`src/rtl/core/rgbdc_pkg.sv`:
```
package rgbdc_pkg;

    // Default line buffer capacity in characters.
    localparam int LINE_CAPACITY_DEF = 32;

    // Configuration register map: the register index is paddr[2].
    localparam int          PADDR_W        = 3;
    localparam logic        REG_PERIOD_TOP = 1'b0;
    localparam logic [15:0] TOP_RESET      = 16'd999;

    // Characters recognized by the parser.
    localparam logic [7:0] CH_NUL  = 8'h00;
    localparam logic [7:0] CH_LF   = 8'h0A;
    localparam logic [7:0] CH_CR   = 8'h0D;
    localparam logic [7:0] CH_D_LO = "d";
    localparam logic [7:0] CH_D_UP = "D";
    localparam logic [7:0] CH_R_LO = "r";
    localparam logic [7:0] CH_R_UP = "R";
    localparam logic [7:0] CH_G_LO = "g";
    localparam logic [7:0] CH_G_UP = "G";
    localparam logic [7:0] CH_B_LO = "b";
    localparam logic [7:0] CH_B_UP = "B";

    // Level = (c1 - '0') * 10 + (c2 - '0') modulo 256.
    // The two '0' offsets fold into 48 * 11 = 528, which is 16 modulo 256.
    localparam logic [7:0] LEVEL_MUL  = 8'd10;
    localparam logic [7:0] LEVEL_BIAS = 8'd16;

    // Product of period top and level magnitude fits in 23 bits.
    localparam int PROD_W = 23;

    // Division by 100 is a multiply by ceil(2^30 / 100), exact below 2^23 + 3.
    localparam int                RECIP_SHIFT = 30;
    localparam logic [23:0]       RECIP       = 24'd10737419;
    localparam int                QUOT_W      = 17;
    localparam logic [PROD_W-1:0] NEG_ROUND   = PROD_W'(3);
    // Low 16 bits of floor(2^32 / 100); a wrapped negative product divides
    // to this value minus floor((P + 3) / 100).
    localparam logic [QUOT_W-1:0] DUTY_WRAP   = QUOT_W'(23592);

    // Status codes of a closed line.
    localparam logic [2:0] STATUS_NONE       = 3'd0;
    localparam logic [2:0] STATUS_BLINK_ON   = 3'd1;
    localparam logic [2:0] STATUS_BLINK_OFF  = 3'd2;
    localparam logic [2:0] STATUS_BAD_LETTER = 3'd3;
    localparam logic [2:0] STATUS_TOO_SHORT  = 3'd4;

    // Operation decoded from one input item.
    typedef enum logic [2:0] {
        OP_IDLE,
        OP_TICK,
        OP_BLINK,
        OP_SET_RED,
        OP_SET_GREEN,
        OP_SET_BLUE,
        OP_BAD_LETTER,
        OP_TOO_SHORT
    } t_op;

    typedef struct packed {
        logic       cmd;
        logic [7:0] rx_byte;
    } t_in_item;

    typedef struct packed {
        logic        echo_valid;
        logic [7:0]  echo_byte;
        logic        line_done;
        logic [2:0]  status;
        logic [15:0] red_compare;
        logic [15:0] green_compare;
        logic [15:0] blue_compare;
        logic        blink_active;
    } t_out_item;

    // Decoded command handed from the line assembler to the apply stage.
    typedef struct packed {
        t_op               op;
        logic              echo_valid;
        logic [7:0]        echo_byte;
        logic              line_done;
        logic              neg;
        logic [PROD_W-1:0] prod;
    } t_line_cmd;

endpackage

```
`src/rtl/core/rgbdc_stream_if.sv`:
```
interface rgbdc_stream_if #(
    parameter type T = logic
);
    logic valid;
    logic ready;
    T     data;

    modport source (
        output valid,
        output data,
        input  ready
    );

    modport sink (
        input  valid,
        input  data,
        output ready
    );
endinterface

```
`src/rtl/core/rgbdc_line_assembler.sv`:
```
module rgbdc_line_assembler #(
    parameter int LINE_CAPACITY = rgbdc_pkg::LINE_CAPACITY_DEF
) (
    input  logic                  i_clk,
    input  logic                  i_rst_n,
    input  logic                  i_accept,
    input  rgbdc_pkg::t_in_item   i_item,
    input  logic [15:0]           i_period_top,
    output rgbdc_pkg::t_line_cmd  o_cmd
);
    import rgbdc_pkg::*;

    localparam int               CNT_W       = $clog2(LINE_CAPACITY);
    localparam logic [CNT_W-1:0] CLOSE_COUNT = CNT_W'(LINE_CAPACITY - 1);

    logic [CNT_W-1:0] r_count, n_count;
    logic [2:0][7:0]  r_head, n_head;
    logic [1:0]       r_tlen, n_tlen;
    logic             r_nul, n_nul;

    logic [2:0][7:0]  e_head;
    logic [1:0]       e_tlen;
    logic             close;
    logic             echo;
    logic [7:0]       lvl;
    logic [7:0]       mag;
    logic [23:0]      prod_full;
    t_op              op;

    // Gather the byte into the line and decide whether the line closes.
    always_comb begin
        n_count = r_count;
        n_head  = r_head;
        n_tlen  = r_tlen;
        n_nul   = r_nul;
        e_head  = r_head;
        e_tlen  = r_tlen;
        close   = 1'b0;
        echo    = 1'b0;
        if (!i_item.cmd) begin
            if (i_item.rx_byte inside {CH_LF, CH_CR}) begin
                close = 1'b1;
            end else begin
                for (int k = 0; k < 3; k++) begin
                    if (r_count == CNT_W'(k)) begin
                        n_head[k] = i_item.rx_byte;
                    end
                end
                if (i_item.rx_byte == CH_NUL) begin
                    n_nul = 1'b1;
                end else if (!r_nul && r_tlen != 2'd3) begin
                    n_tlen = r_tlen + 2'd1;
                end
                n_count = r_count + CNT_W'(1);
                echo    = 1'b1;
                close   = (n_count >= CLOSE_COUNT);
                e_head  = n_head;
                e_tlen  = n_tlen;
            end
        end
        if (close) begin
            n_count = '0;
            n_head  = '0;
            n_tlen  = '0;
            n_nul   = 1'b0;
        end
    end

    // Classify the closed line.
    always_comb begin
        if (i_item.cmd) begin
            op = OP_TICK;
        end else if (!close || e_tlen == 2'd0) begin
            op = OP_IDLE;
        end else if (e_head[0] inside {CH_D_LO, CH_D_UP}) begin
            op = OP_BLINK;
        end else if (e_tlen == 2'd3) begin
            if (e_head[0] inside {CH_R_LO, CH_R_UP}) begin
                op = OP_SET_RED;
            end else if (e_head[0] inside {CH_G_LO, CH_G_UP}) begin
                op = OP_SET_GREEN;
            end else if (e_head[0] inside {CH_B_LO, CH_B_UP}) begin
                op = OP_SET_BLUE;
            end else begin
                op = OP_BAD_LETTER;
            end
        end else begin
            op = OP_TOO_SHORT;
        end
    end

    // Signed 8-bit level, its magnitude and the product with period top.
    always_comb begin
        lvl       = e_head[1] * LEVEL_MUL + e_head[2] - LEVEL_BIAS;
        mag       = lvl[7] ? 8'(-lvl) : lvl;
        prod_full = {8'd0, i_period_top} * {16'd0, mag};
    end

    assign o_cmd.op         = op;
    assign o_cmd.echo_valid = echo;
    assign o_cmd.echo_byte  = echo ? i_item.rx_byte : CH_NUL;
    assign o_cmd.line_done  = close;
    assign o_cmd.neg        = lvl[7] && (i_period_top != 16'd0);
    assign o_cmd.prod       = prod_full[PROD_W-1:0];

    // Line state advances on every accepted item.
    always_ff @(posedge i_clk) begin
        if (!i_rst_n) begin
            r_count <= '0;
            r_head  <= '0;
            r_tlen  <= '0;
            r_nul   <= 1'b0;
        end else if (i_accept) begin
            r_count <= n_count;
            r_head  <= n_head;
            r_tlen  <= n_tlen;
            r_nul   <= n_nul;
        end
    end

    // A line never rests at the closing length.
    a_count_below_close: assert property (@(posedge i_clk) disable iff (!i_rst_n)
        r_count < CLOSE_COUNT)
        else $error("line count reached the closing length");

    // A stored NUL means at least one character is in the line.
    a_nul_counted: assert property (@(posedge i_clk) disable iff (!i_rst_n)
        r_nul |-> r_count != '0)
        else $error("NUL flag set on an empty line");

endmodule

```
`src/rtl/core/rgb_duty_command_parser.sv`:
```
// RGB duty command parser.
// Input channel i_cmd carries one transaction per received UART byte
// (cmd = 0) or per blink timer tick (cmd = 1). Output channel o_res returns
// exactly one transaction for every input transaction, in order: the echo
// of a stored byte, the line-close flag with its status code, and the three
// compare values and blink flag after the item has taken effect.
// The result of an accepted input transaction passes through the decode
// register and the result register before it shows on o_res.
// A new input transaction is accepted every cycle unless o_res stalls;
// the line assembly logic feeds the decode register at the accepting edge
// and the duty apply stage feeds the result register. The apply stage
// holds the one 23x24 multiply that divides the scaled level by 100.
// When o_res is stalled, one more item is taken into the decode register,
// after which i_cmd.ready drops until the result is taken.
// Reset (synchronous, active low) empties the line, clears all compares
// and the blink state, drains both stages and sets period_top to 999.
// period_top is written through the APB port at byte address 0; it is
// meant to be written only while no transaction is in flight.
module rgb_duty_command_parser #(
    parameter int LINE_CAPACITY = rgbdc_pkg::LINE_CAPACITY_DEF
) (
    input  logic                            i_clk,
    input  logic                            i_rst_n,
    rgbdc_stream_if.sink                    i_cmd,
    rgbdc_stream_if.source                  o_res,
    input  logic                            psel,
    input  logic                            penable,
    input  logic                            pwrite,
    input  logic [rgbdc_pkg::PADDR_W-1:0]   paddr,
    input  logic [31:0]                     pwdata,
    output logic [31:0]                     prdata,
    output logic                            pready
);
    import rgbdc_pkg::*;

    logic [15:0]      r_period_top;
    logic             r_s1_valid;
    t_line_cmd        r_s1;
    logic             r_out_valid;
    t_out_item        r_out;
    logic [15:0]      r_red, n_red;
    logic [15:0]      r_green, n_green;
    logic [15:0]      r_blue, n_blue;
    logic             r_blink, n_blink;
    logic             r_led, n_led;

    t_in_item         in_item;
    t_line_cmd        asm_cmd;
    logic             in_ready;
    logic             accept;
    logic             s1_move;
    logic             cfg_write;
    logic [PROD_W-1:0] div_in;
    logic [PROD_W+23:0] recip_prod;
    logic [QUOT_W-1:0] quot;
    logic [15:0]      duty;
    logic [2:0]       status;
    t_out_item        n_out;

    // Configuration port: single register, zero wait states.
    assign pready    = 1'b1;
    assign cfg_write = psel && penable && pwrite && (paddr[2] == REG_PERIOD_TOP);
    assign prdata    = (paddr[2] == REG_PERIOD_TOP) ? {16'd0, r_period_top} : 32'd0;

    always_ff @(posedge i_clk) begin
        if (!i_rst_n) begin
            r_period_top <= TOP_RESET;
        end else if (cfg_write) begin
            r_period_top <= pwdata[15:0];
        end
    end

    // Pipeline flow control.
    assign s1_move     = r_s1_valid && (!r_out_valid || o_res.ready);
    assign in_ready    = !r_s1_valid || s1_move;
    assign accept      = i_cmd.valid && in_ready;
    assign i_cmd.ready = in_ready;
    assign in_item     = i_cmd.data;

    rgbdc_line_assembler #(
        .LINE_CAPACITY (LINE_CAPACITY)
    ) u_line (
        .i_clk        (i_clk),
        .i_rst_n      (i_rst_n),
        .i_accept     (accept),
        .i_item       (in_item),
        .i_period_top (r_period_top),
        .o_cmd        (asm_cmd)
    );

    // Decode register between the assembler and the apply stage.
    always_ff @(posedge i_clk) begin
        if (!i_rst_n) begin
            r_s1_valid <= 1'b0;
        end else if (accept) begin
            r_s1_valid <= 1'b1;
        end else if (s1_move) begin
            r_s1_valid <= 1'b0;
        end
    end

    always_ff @(posedge i_clk) begin
        if (accept) begin
            r_s1 <= asm_cmd;
        end
    end

    // Divide the scaled level by 100; a negative level wraps at 32 bits.
    always_comb begin
        div_in     = r_s1.prod + (r_s1.neg ? NEG_ROUND : '0);
        recip_prod = {24'd0, div_in} * {{PROD_W{1'b0}}, RECIP};
        quot       = recip_prod[RECIP_SHIFT+QUOT_W-1:RECIP_SHIFT];
        duty       = r_s1.neg ? 16'(DUTY_WRAP - quot) : quot[15:0];
    end

    // Apply the decoded command to the compare and blink state.
    always_comb begin
        n_red   = r_red;
        n_green = r_green;
        n_blue  = r_blue;
        n_blink = r_blink;
        n_led   = r_led;
        status  = STATUS_NONE;
        case (r_s1.op)
            OP_TICK: begin
                if (r_blink) begin
                    n_led = !r_led;
                    n_red = r_led ? 16'd0 : r_period_top;
                end
            end
            OP_BLINK: begin
                n_blink = !r_blink;
                if (r_blink) begin
                    n_red  = 16'd0;
                    status = STATUS_BLINK_OFF;
                end else begin
                    status = STATUS_BLINK_ON;
                end
            end
            OP_SET_RED: begin
                n_red   = duty;
                n_blink = 1'b0;
            end
            OP_SET_GREEN: begin
                n_green = duty;
                n_blink = 1'b0;
            end
            OP_SET_BLUE: begin
                n_blue  = duty;
                n_blink = 1'b0;
            end
            OP_BAD_LETTER: status = STATUS_BAD_LETTER;
            OP_TOO_SHORT:  status = STATUS_TOO_SHORT;
            default:       status = STATUS_NONE;
        endcase

        n_out.echo_valid    = r_s1.echo_valid;
        n_out.echo_byte     = r_s1.echo_byte;
        n_out.line_done     = r_s1.line_done;
        n_out.status        = status;
        n_out.red_compare   = n_red;
        n_out.green_compare = n_green;
        n_out.blue_compare  = n_blue;
        n_out.blink_active  = n_blink;
    end

    always_ff @(posedge i_clk) begin
        if (!i_rst_n) begin
            r_red   <= '0;
            r_green <= '0;
            r_blue  <= '0;
            r_blink <= 1'b0;
            r_led   <= 1'b0;
        end else if (s1_move) begin
            r_red   <= n_red;
            r_green <= n_green;
            r_blue  <= n_blue;
            r_blink <= n_blink;
            r_led   <= n_led;
        end
    end

    // Result register.
    always_ff @(posedge i_clk) begin
        if (!i_rst_n) begin
            r_out_valid <= 1'b0;
        end else if (s1_move) begin
            r_out_valid <= 1'b1;
        end else if (o_res.ready) begin
            r_out_valid <= 1'b0;
        end
    end

    always_ff @(posedge i_clk) begin
        if (s1_move) begin
            r_out <= n_out;
        end
    end

    assign o_res.valid = r_out_valid;
    assign o_res.data  = r_out;

    // With both stages full and the output stalled, no new item enters.
    a_full_blocks_input: assert property (@(posedge i_clk) disable iff (!i_rst_n)
        r_s1_valid && r_out_valid && !o_res.ready |-> !i_cmd.ready)
        else $error("input accepted while both stages are full");

    // A tick with blinking off leaves red untouched.
    a_tick_idle_red: assert property (@(posedge i_clk) disable iff (!i_rst_n)
        s1_move && r_s1.op == OP_TICK && !r_blink |=> $stable(r_red))
        else $error("red changed on a tick while blink is off");

    // Turning blinking off clears red.
    a_blink_off_red: assert property (@(posedge i_clk) disable iff (!i_rst_n)
        s1_move && r_s1.op == OP_BLINK && r_blink |=> r_red == 16'd0 && !r_blink)
        else $error("blink off did not clear red");

    // A status code is reported only with a closed line.
    a_status_on_close: assert property (@(posedge i_clk) disable iff (!i_rst_n)
        r_out_valid |-> r_out.line_done || r_out.status == STATUS_NONE)
        else $error("status reported without a closed line");

endmodule
```
`src/flat_wrapper.sv`:
```
// flat-port wrapper written by rule: the top's interface ports become plain ports
module rgb_duty_command_parser_flat import rgbdc_pkg::*;
#(
    parameter int LINE_CAPACITY = rgbdc_pkg::LINE_CAPACITY_DEF
)
  (i_clk, i_rst_n, psel, penable, pwrite, paddr, pwdata, prdata, pready, i_cmd_valid, i_cmd_data, i_cmd_ready, o_res_valid, o_res_data, o_res_ready);
  rgbdc_stream_if i_cmd_i ();
  rgbdc_stream_if o_res_i ();
  input  logic i_clk;
  input  logic i_rst_n;
  input  logic psel;
  input  logic penable;
  input  logic pwrite;
  input  logic [rgbdc_pkg::PADDR_W-1:0] paddr;
  input  logic [31:0] pwdata;
  output logic [31:0] prdata;
  output logic pready;
  input wire logic [$bits(i_cmd_i.valid)-1:0] i_cmd_valid;
  input wire logic [$bits(i_cmd_i.data)-1:0] i_cmd_data;
  output wire logic [$bits(i_cmd_i.ready)-1:0] i_cmd_ready;
  output wire logic [$bits(o_res_i.valid)-1:0] o_res_valid;
  output wire logic [$bits(o_res_i.data)-1:0] o_res_data;
  input wire logic [$bits(o_res_i.ready)-1:0] o_res_ready;
  assign i_cmd_i.valid = i_cmd_valid;
  assign i_cmd_i.data = i_cmd_data;
  assign i_cmd_ready = i_cmd_i.ready;
  assign o_res_valid = o_res_i.valid;
  assign o_res_data = o_res_i.data;
  assign o_res_i.ready = o_res_ready;
  rgb_duty_command_parser #(.LINE_CAPACITY(LINE_CAPACITY)) u_core (.i_clk(i_clk), .i_rst_n(i_rst_n), .i_cmd(i_cmd_i), .o_res(o_res_i), .psel(psel), .penable(penable), .pwrite(pwrite), .paddr(paddr), .pwdata(pwdata), .prdata(prdata), .pready(pready));
endmodule
```
`config.mk`:
```
export PLATFORM = sky130hd
export DESIGN_NAME = rgb_duty_command_parser_flat
export DESIGN_NICKNAME = d
export VERILOG_FILES = /design/src/rtl/core/rgbdc_pkg.sv /design/src/rtl/core/rgbdc_stream_if.sv /design/src/rtl/core/rgbdc_line_assembler.sv /design/src/rtl/core/rgb_duty_command_parser.sv /design/src/flat_wrapper.sv
export SDC_FILE = /design/constraint.sdc
export NUM_CORES = 1
export LEC_CHECK = 0
export BUFFER_PORTS_ARGS = -buffer_cell sky130_fd_sc_hd__buf_2
export CORE_UTILIZATION = 38
export DETAILED_ROUTE_END_ITERATION = 8
export PLACE_DENSITY_LB_ADDON = 0.25
export RECOVER_POWER = 50
export SLEW_MARGIN = 25
export SYNTH_ARGS = -nofsm -noshare
export SYNTH_HDL_FRONTEND = slang
export SYNTH_SLANG_ARGS = --single-unit
```
`constraint.sdc`:
```
create_clock -name i_clk -period 1.82 [get_ports i_clk]
set_input_delay 0.364 -clock i_clk [delete_from_list [all_inputs] [get_ports i_clk]]
set_output_delay 0.364 -clock i_clk [all_outputs]
set_load 0.02 [all_outputs]
```
==> impl_metrics.json, run 1 <==
{
  "power.switching_uw": 482.9,
  "async_flop_share_pct": 0,
  "grt_pass1_vias": 1474,
  "fin_crit_sh_pct": 94.42,
  "synthTopCellsByCount": "nand2_1 (37), dfxtp_1 (34), nand3_1 (25)",
  "r2r-end": "u_core.r_s1[36]",
  "die_h_microns": 74.20,
  "critical_path_class": "reg2reg",
  "rsz0062_at_grt": "false",
  "drt.antenna.violating_nets": 0,
  "crit_chain": "ha_4 > or2b_1 > mux2_2 > nand3b_1 > and4b_1",
  "critPathTopFamily": "simple AND/OR/NAND/NOR gates",
  "synth_cell_types": 45,
  "yosysWarnings": 0,
  "end_kind": "flip-flop",
  "cts_buffers": 5,
  "ys.flop_type": "dfxtp_1",
  "clockBufferDepth": 2,
  "holdPathEnd": "u_core.r_period_top[7]",
  "dr.first_iter.drc_count": 41,
  "yosysSeqAreaShare_pct": 40.43,
  "swShare_pct": 27.37,
  "status": "complete, no violations",
  "synth_top_area_share_pct": 34.37,
  "cp_num_buf_inv": 0,
  "initial_core_util_pct": 40.59,
  "port_buffers": 43,
  "nNetsFinal": 325,
  "grt_max_degree": 31,
  "slowest_stage": "dfxtp_1",
  "n_fill_cell": 521,
  "worstPathArrival_ps": 1770,
  "leakage_uw": 0.001009,
  "drc": 0,
  "syn_inst": 229,
  "min_from": "pwdata[7]",
  "core_area_sq_um": 4880,
  "drt-wirelength-per-cell_microns": 10.99,
  "cts_tree": "done",
  "fin_skew_ps": 4.300,
  "peakVddDrop_mv": 0.2853,
  "cp.required_ps": 1870,
  "slew_viol_final": 0,
  "synth-seq-cells": 38,
  "yosysMostFrequentCell": "nand2_1",
  "first_pass_iters": 4,
  "dp_hpwl_mm": 2.737,
  "via_per_inst": 4.682,
  "track_usage_pct": 15.28,
  "setup_viol": 0,
  "tns_ps": 0,
  "r2r_slack_ps": 100,
  "routed_wl_mm": 3.801,
  "whs_path_depth": 3,
  "synth_top_area_cell": "dfxtp_1",
  "area.growth.synth_to_final_pct": 19.08,
  "critPathMaxFanout": 4,
  "diodes": 0,
  "power_density_nw_per_um2": 748.1,
  "clock_latency_ps": 290,
  "seqPwrFrac_pct": 50.4,
  "netlist_area_sq_um": 1981,
  "avgSynthCellArea_sq_um": 8.649,
  "fin_crit_ps": 1718,
  "grt_pass1_wl_mm": 6.437,
  "drive_gt1_share_pct": 22.94,
  "pin_count": 79,
  "slowest_delay_ps": 360,
  "finish.utilization_pct": 48.33,
  "r2r_cells": 5,
  "p_clk_share_pct": 34.4,
  "r2r_start": "u_core.u_line.r_tlen[1]",
  "worst_pin_slew_ps": 1179,
  "min_path_type": "in2reg",
  "maxSlewHeadroom_pct": 21.40,
  "clock_sinks": 38,
  "synth_edf_count": 4,
  "cts_root_buf": "clkbuf_8",
  "p_comb_share_pct": 15.1,
  "register_area_sq_um": 800.8,
  "yosys-top-cells-area": "dfxtp_1 (34%), nand2_1 (7.0%), buf_4 (6.4%)",
  "overflow": 0,
  "internal_power_uw": 1281,
  "clock.fmax_mhz": 581.9,
  "die_w_microns": 74.20,
  "startpoint_type": "flip-flop",
  "multiInputGateArea_sq_um": 1057,
  "antenna_found_initial": 0,
  "htreeDepth": 2,
  "vias": 1620,
  "finalHoldViolCount": 0,
  "total_power_uw": 1764,
  "place.gp.congestion": 0.7252,
  "max_cap_violations": 0,
  "clkTransAtPathRegs_ps": 80,
  "dieArea_sq_um": 5505,
  "num_rows": 25
}
## power by group through the flow
stage | Combinational (uW) | Sequential, uW | Clock [uW]
3_5_place_dp | 264 | 908 | 0
2_1_floorplan | 199 | 910 | 0
6_report | 267 | 889 | 608
5_1_grt | 301 | 893 | 671
3_3_place_gp | 261 | 907 | 0
4_1_cts | 265 | 888 | 629
## cells in the final DEF (no fill, tap or decap), types with 6 or more instances in the layout
cell / instances
inv_1: 7
clkbuf_1: 8
o21ai_0: 8
nor2b_1: 20
nor2_1: 8
buf_2: 37
clkbuf_8: 6
a21boi_0: 9
conb_1: 17
buf_4: 8
nand3_1: 25
nand2_1: 37
dfxtp_1: 34
## cell families (layout without fill, tap and decap cells)
family                   Yosys count  after routing  share of synthesized area, %
other                              2             17                        0.3792
multiplexers                       3              3                         1.579
XOR/XNOR                           7              7                         3.475
flip-flops                        38             38                         40.43
adder cells (fa/ha/maj)            4              4                         2.527
AO/OA/AOI/OAI                     28             28                         10.68
buffers and inverters             34             69                         9.981
AND/OR/NAND/NOR                  113            113                         30.95
## state kept, by name, summed over array words and instances, names as in the netlist
register / count
u_core.r_period_top: 16
u_core.u_line.r_head: 7
u_core.u_line.r_count: 5
u_core.r_s1: 3
u_core.u_line.r_tlen: 2
u_core.o_res.data: 1
u_core.o_res.valid: 1
u_core.r_blink: 1
u_core.r_s1_valid: 1
u_core.u_line.r_nul: 1
## what timing repair did
action | CTS | global route
setup buffers | 0 | 1
hold buffers | 0 | 0
resized for setup | 0 | 2
endpoints found under the hold margin | 0 | 0
endpoints found under the setup margin | 0 | 10
## worst max-delay path by stage
stage / from / endpoint / cells past startpoint / slack, ps
floorplan: u_core.u_line.r_tlen[0] / u_core.r_s1[36] / 5 / 100
global placement: u_core.u_line.r_tlen[1] / u_core.r_s1[36] / 5 / 110
detailed placement: u_core.u_line.r_tlen[1] / u_core.r_s1[36] / 5 / 80
CTS: u_core.u_line.r_count[1] / u_core.r_s1[36] / 6 / 70
global route: u_core.u_line.r_tlen[1] / u_core.r_s1[36] / 5 / 10
finish: u_core.u_line.r_tlen[1] / u_core.r_s1[36] / 5 / 100
## stage by stage
step | setup slack (ps) | instance area [sq um] | std cells | hold slack (ps)
2_1_floorplan | 100.7 | 2037 | 244 | 432.6
3_3_place_gp | 105.1 | 2240 | 337 | 442.0
3_5_place_dp | 80.45 | 2240 | 337 | 447.7
4_1_cts | 70.48 | 2335 | 345 | 271.7
5_1_grt | 10.99 | 2359 | 346 | 284.6
6_report | 101.6 | 2359 | 346 | 275.9
## routing by layer
layer	share of wire [%]	vias to the layer above	track usage (%)	routed length [microns]
met5	0	-	0	0
met4	1.3	0	7.051	51
met3	3.5	6	3.252	133
met2	48	37	25.25	1839
met1	47	745	19.02	1776
li1	-	832	-	-
## cell type report
cell class                 count  share of cell area (%)
clock buffer                   6                   3.501
inverter                       7                   1.114
sequential                    38                   33.95
timing repair buffer          54                   12.52
tap                           67                   3.554
clock inverter                 2                  0.5305
multi-input combinational    172                   44.83
## worst min-delay path, cell delays in order
cell and delay [ps]:
buf_2 70, nand2_1 40, nand3_1 60
Power figures use the tool's default switching activity.
==> run 2: changes to the inputs <==
--- a/config.mk
+++ b/config.mk
@@ -15,2 +15,3 @@
 export SYNTH_HDL_FRONTEND = slang
+export SYNTH_HIERARCHICAL = 1
 export SYNTH_SLANG_ARGS = --single-unit
==> constraint.sdc (replaced) <==
create_clock -name i_clk -period 1.82 [get_ports i_clk]
set_input_delay 0 -clock i_clk [delete_from_list [all_inputs] [get_ports i_clk]]
set_output_delay 0 -clock i_clk [all_outputs]
set_load 0.02 [all_outputs]
==> run 2 against run 1 <==
Effect of this change: via count up 24%; combinational power increased by 43%; critical path depth rose by 1; first-iteration DRC count increased by 73%; design area up 25%; critical path type unchanged; largest cell class unchanged; largest power group unchanged.
==> impl_metrics.json, run 2 <==
{
  "clkTransAtPathRegs_ps": 80,
  "largest_reg_flops": 16,
  "fin_crit_ps": 1760,
  "cp.required_ps": 1850,
  "power.switching_uw": 526.1,
  "area.growth.synth_to_final_pct": 34.44,
  "syn_inst": 271,
  "yosysWarnings": 6,
  "startpoint_type": "flip-flop",
  "p_comb_share_pct": 20.7,
  "peakVddDrop_mv": 0.2331,
  "clock_latency_ps": 290,
  "cts_tree": "done",
  "rsz0062_at_grt": "true",
  "avgSynthCellArea_sq_um": 8.098,
  "slowest_delay_ps": 320,
  "initial_core_util_pct": 39.61,
  "end_kind": "flip-flop",
  "via_per_inst": 4.614,
  "num_rows": 27,
  "track_usage_pct": 16.38,
  "drt-wirelength-per-cell_microns": 11.17,
  "first_pass_iters": 4,
  "critical_path_class": "reg2reg",
  "htreeDepth": 2,
  "mostFrequentLayoutCell": "nand2_1",
  "worstPathArrival_ps": 1790,
  "place.gp.congestion": 0.7861,
  "p_clk_share_pct": 30.5,
  "overflow": 0,
  "diodes": 0,
  "port_buffers": 43,
  "dp_hpwl_mm": 3.251,
  "drt.antenna.violating_nets": 0,
  "worst_pin_slew_ps": 711.2,
  "tns_ps": 0,
  "routed_wl_mm": 4.860,
  "power_density_nw_per_um2": 622.9,
  "grt_pass1_vias": 1794,
  "finalHoldViolCount": 0,
  "dieArea_sq_um": 6083,
  "max_cap_violations": 0,
  "die_w_microns": 78.00,
  "drive_gt1_share_pct": 25.90,
  "final_cell_mix": "nand2_1 (47), conb_1 (37), buf_2 (30), dfxtp_1 (30), buf_4 (26)",
  "critPathMaxFanout": 4,
  "maxSlewHeadroom_pct": 52.33,
  "antenna_found_initial": 0,
  "seqPwrFrac_pct": 48.7,
  "core_area_sq_um": 5540,
  "clock.fmax_mhz": 568.2,
  "fin_crit_sh_pct": 96.70,
  "slowest_stage": "dfxtp_1",
  "slew_viol_final": 0,
  "dr.first_iter.drc_count": 71,
  "vias": 2007,
  "nNetsFinal": 409,
  "grt_max_degree": 35,
  "largestRegisters": "u_core/r_period_top: 16 flops, u_core/u_line/r_head: 7 flops, u_core/u_line/r_count: 5 flops",
  "clock_sinks": 38,
  "swShare_pct": 28.63,
  "regMostFlops": "u_core/r_period_top",
  "holdWs_ps": 41.03,
  "fin_skew_ps": 8.477,
  "crit_chain": "ha_2 > nor4b_4 > nor2b_4 > a21oi_2 > o32ai_1 > a21oi_1",
  "min_path_type": "in2reg",
  "die_h_microns": 78.00,
  "clockBufferDepth": 2,
  "status": "complete, no violations",
  "drc": 0,
  "cts_buffers": 5,
  "grt_pass1_wl_mm": 7.928,
  "setup_viol": 0,
  "netlist_area_sq_um": 2195,
  "internal_power_uw": 1312,
  "pin_count": 79,
  "cts_root_buf": "clkbuf_8",
  "leakage_uw": 0.001286
}
[run 2: path summary, 6_finish.rpt]
| kind | slack, ps | depth (start not counted) | to | start |
|---|---|---|---|---|
| min | 40 | 3 | u_core/o_res.valid | o_res_ready |
| min reg2reg | 460 | 2 | u_core/r_period_top[5] | u_core/r_period_top[5] |
| max | 60 | 6 | u_core/r_s1[36] | u_core/u_line/r_tlen[0] |
| max reg2reg | 60 | 6 | u_core/r_s1[36] | u_core/u_line/r_tlen[0] |
[run 2: cell type report]
| cell class | count | area (sq um) |
|---|---|---|
| clock buffer | 6 | 72.57 |
| clock inverter | 2 | 10.01 |
| fill | 548 | 2590 |
| inverter | 11 | 41.29 |
| multi-input combinational | 220 | 1361 |
| sequential | 38 | 810.8 |
| tap | 72 | 90.09 |
| timing repair buffer | 86 | 564.3 |
[run 2: stage by stage]
stage               instances  utilization, %  worst slack, ps  power (uW)  cell area (sq um)
finish                    435           53.25            60.01        1838               2950
global route              435           53.25           -32.56        1930               2950
CTS                       431           51.45           0.3497        1834               2850
detailed placement        406           46.75           -217.6        1240               2590
global placement          406           46.75           -101.0        1235               2590
floorplan                 306               -            3.023        1176               2362
[run 2: repair_timing]
| action | 4_1_cts | 5_1_grt |
|---|---|---|
| pin swaps | 0 | 5 |
| hold endpoints to repair | 17 | 0 |
| setup buffers | 0 | 4 |
| endpoints found under the setup margin | 13 | 17 |
| gates resized for setup | 5 | 28 |
| hold buffers | 17 | 0 |
| cloned | 0 | 0 |
[run 2: per-layer routing]
metal / vias up / share of wire [%] / GRT usage, %
li1: 1022 / - / -
met1: 935 / 45 / 19.90
met2: 41 / 50 / 28.76
met3: 9 / 3.8 / 3.529
met4: 0 / 1.3 / 5.000
met5: - / 0 / 0
[run 2: worst max-delay path: cells and delay by family (launching register included)]
family                     cells  cell delay (ps)
and+or+nand+nor                2              510
AOI/OAI and AO/OA              3              500
DFF                            1              320
adders and majority gates      1              190
[run 2: power groups by stage]
| stage | logic, uW | clock network [uW] | registers [uW] |
|---|---|---|---|
| finish | 381 | 561 | 895 |
| detailed placement | 326 | 0 | 914 |
| floorplan | 260 | 0 | 915 |
| global placement | 323 | 0 | 912 |
| CTS | 356 | 583 | 894 |
| global route | 419 | 613 | 899 |
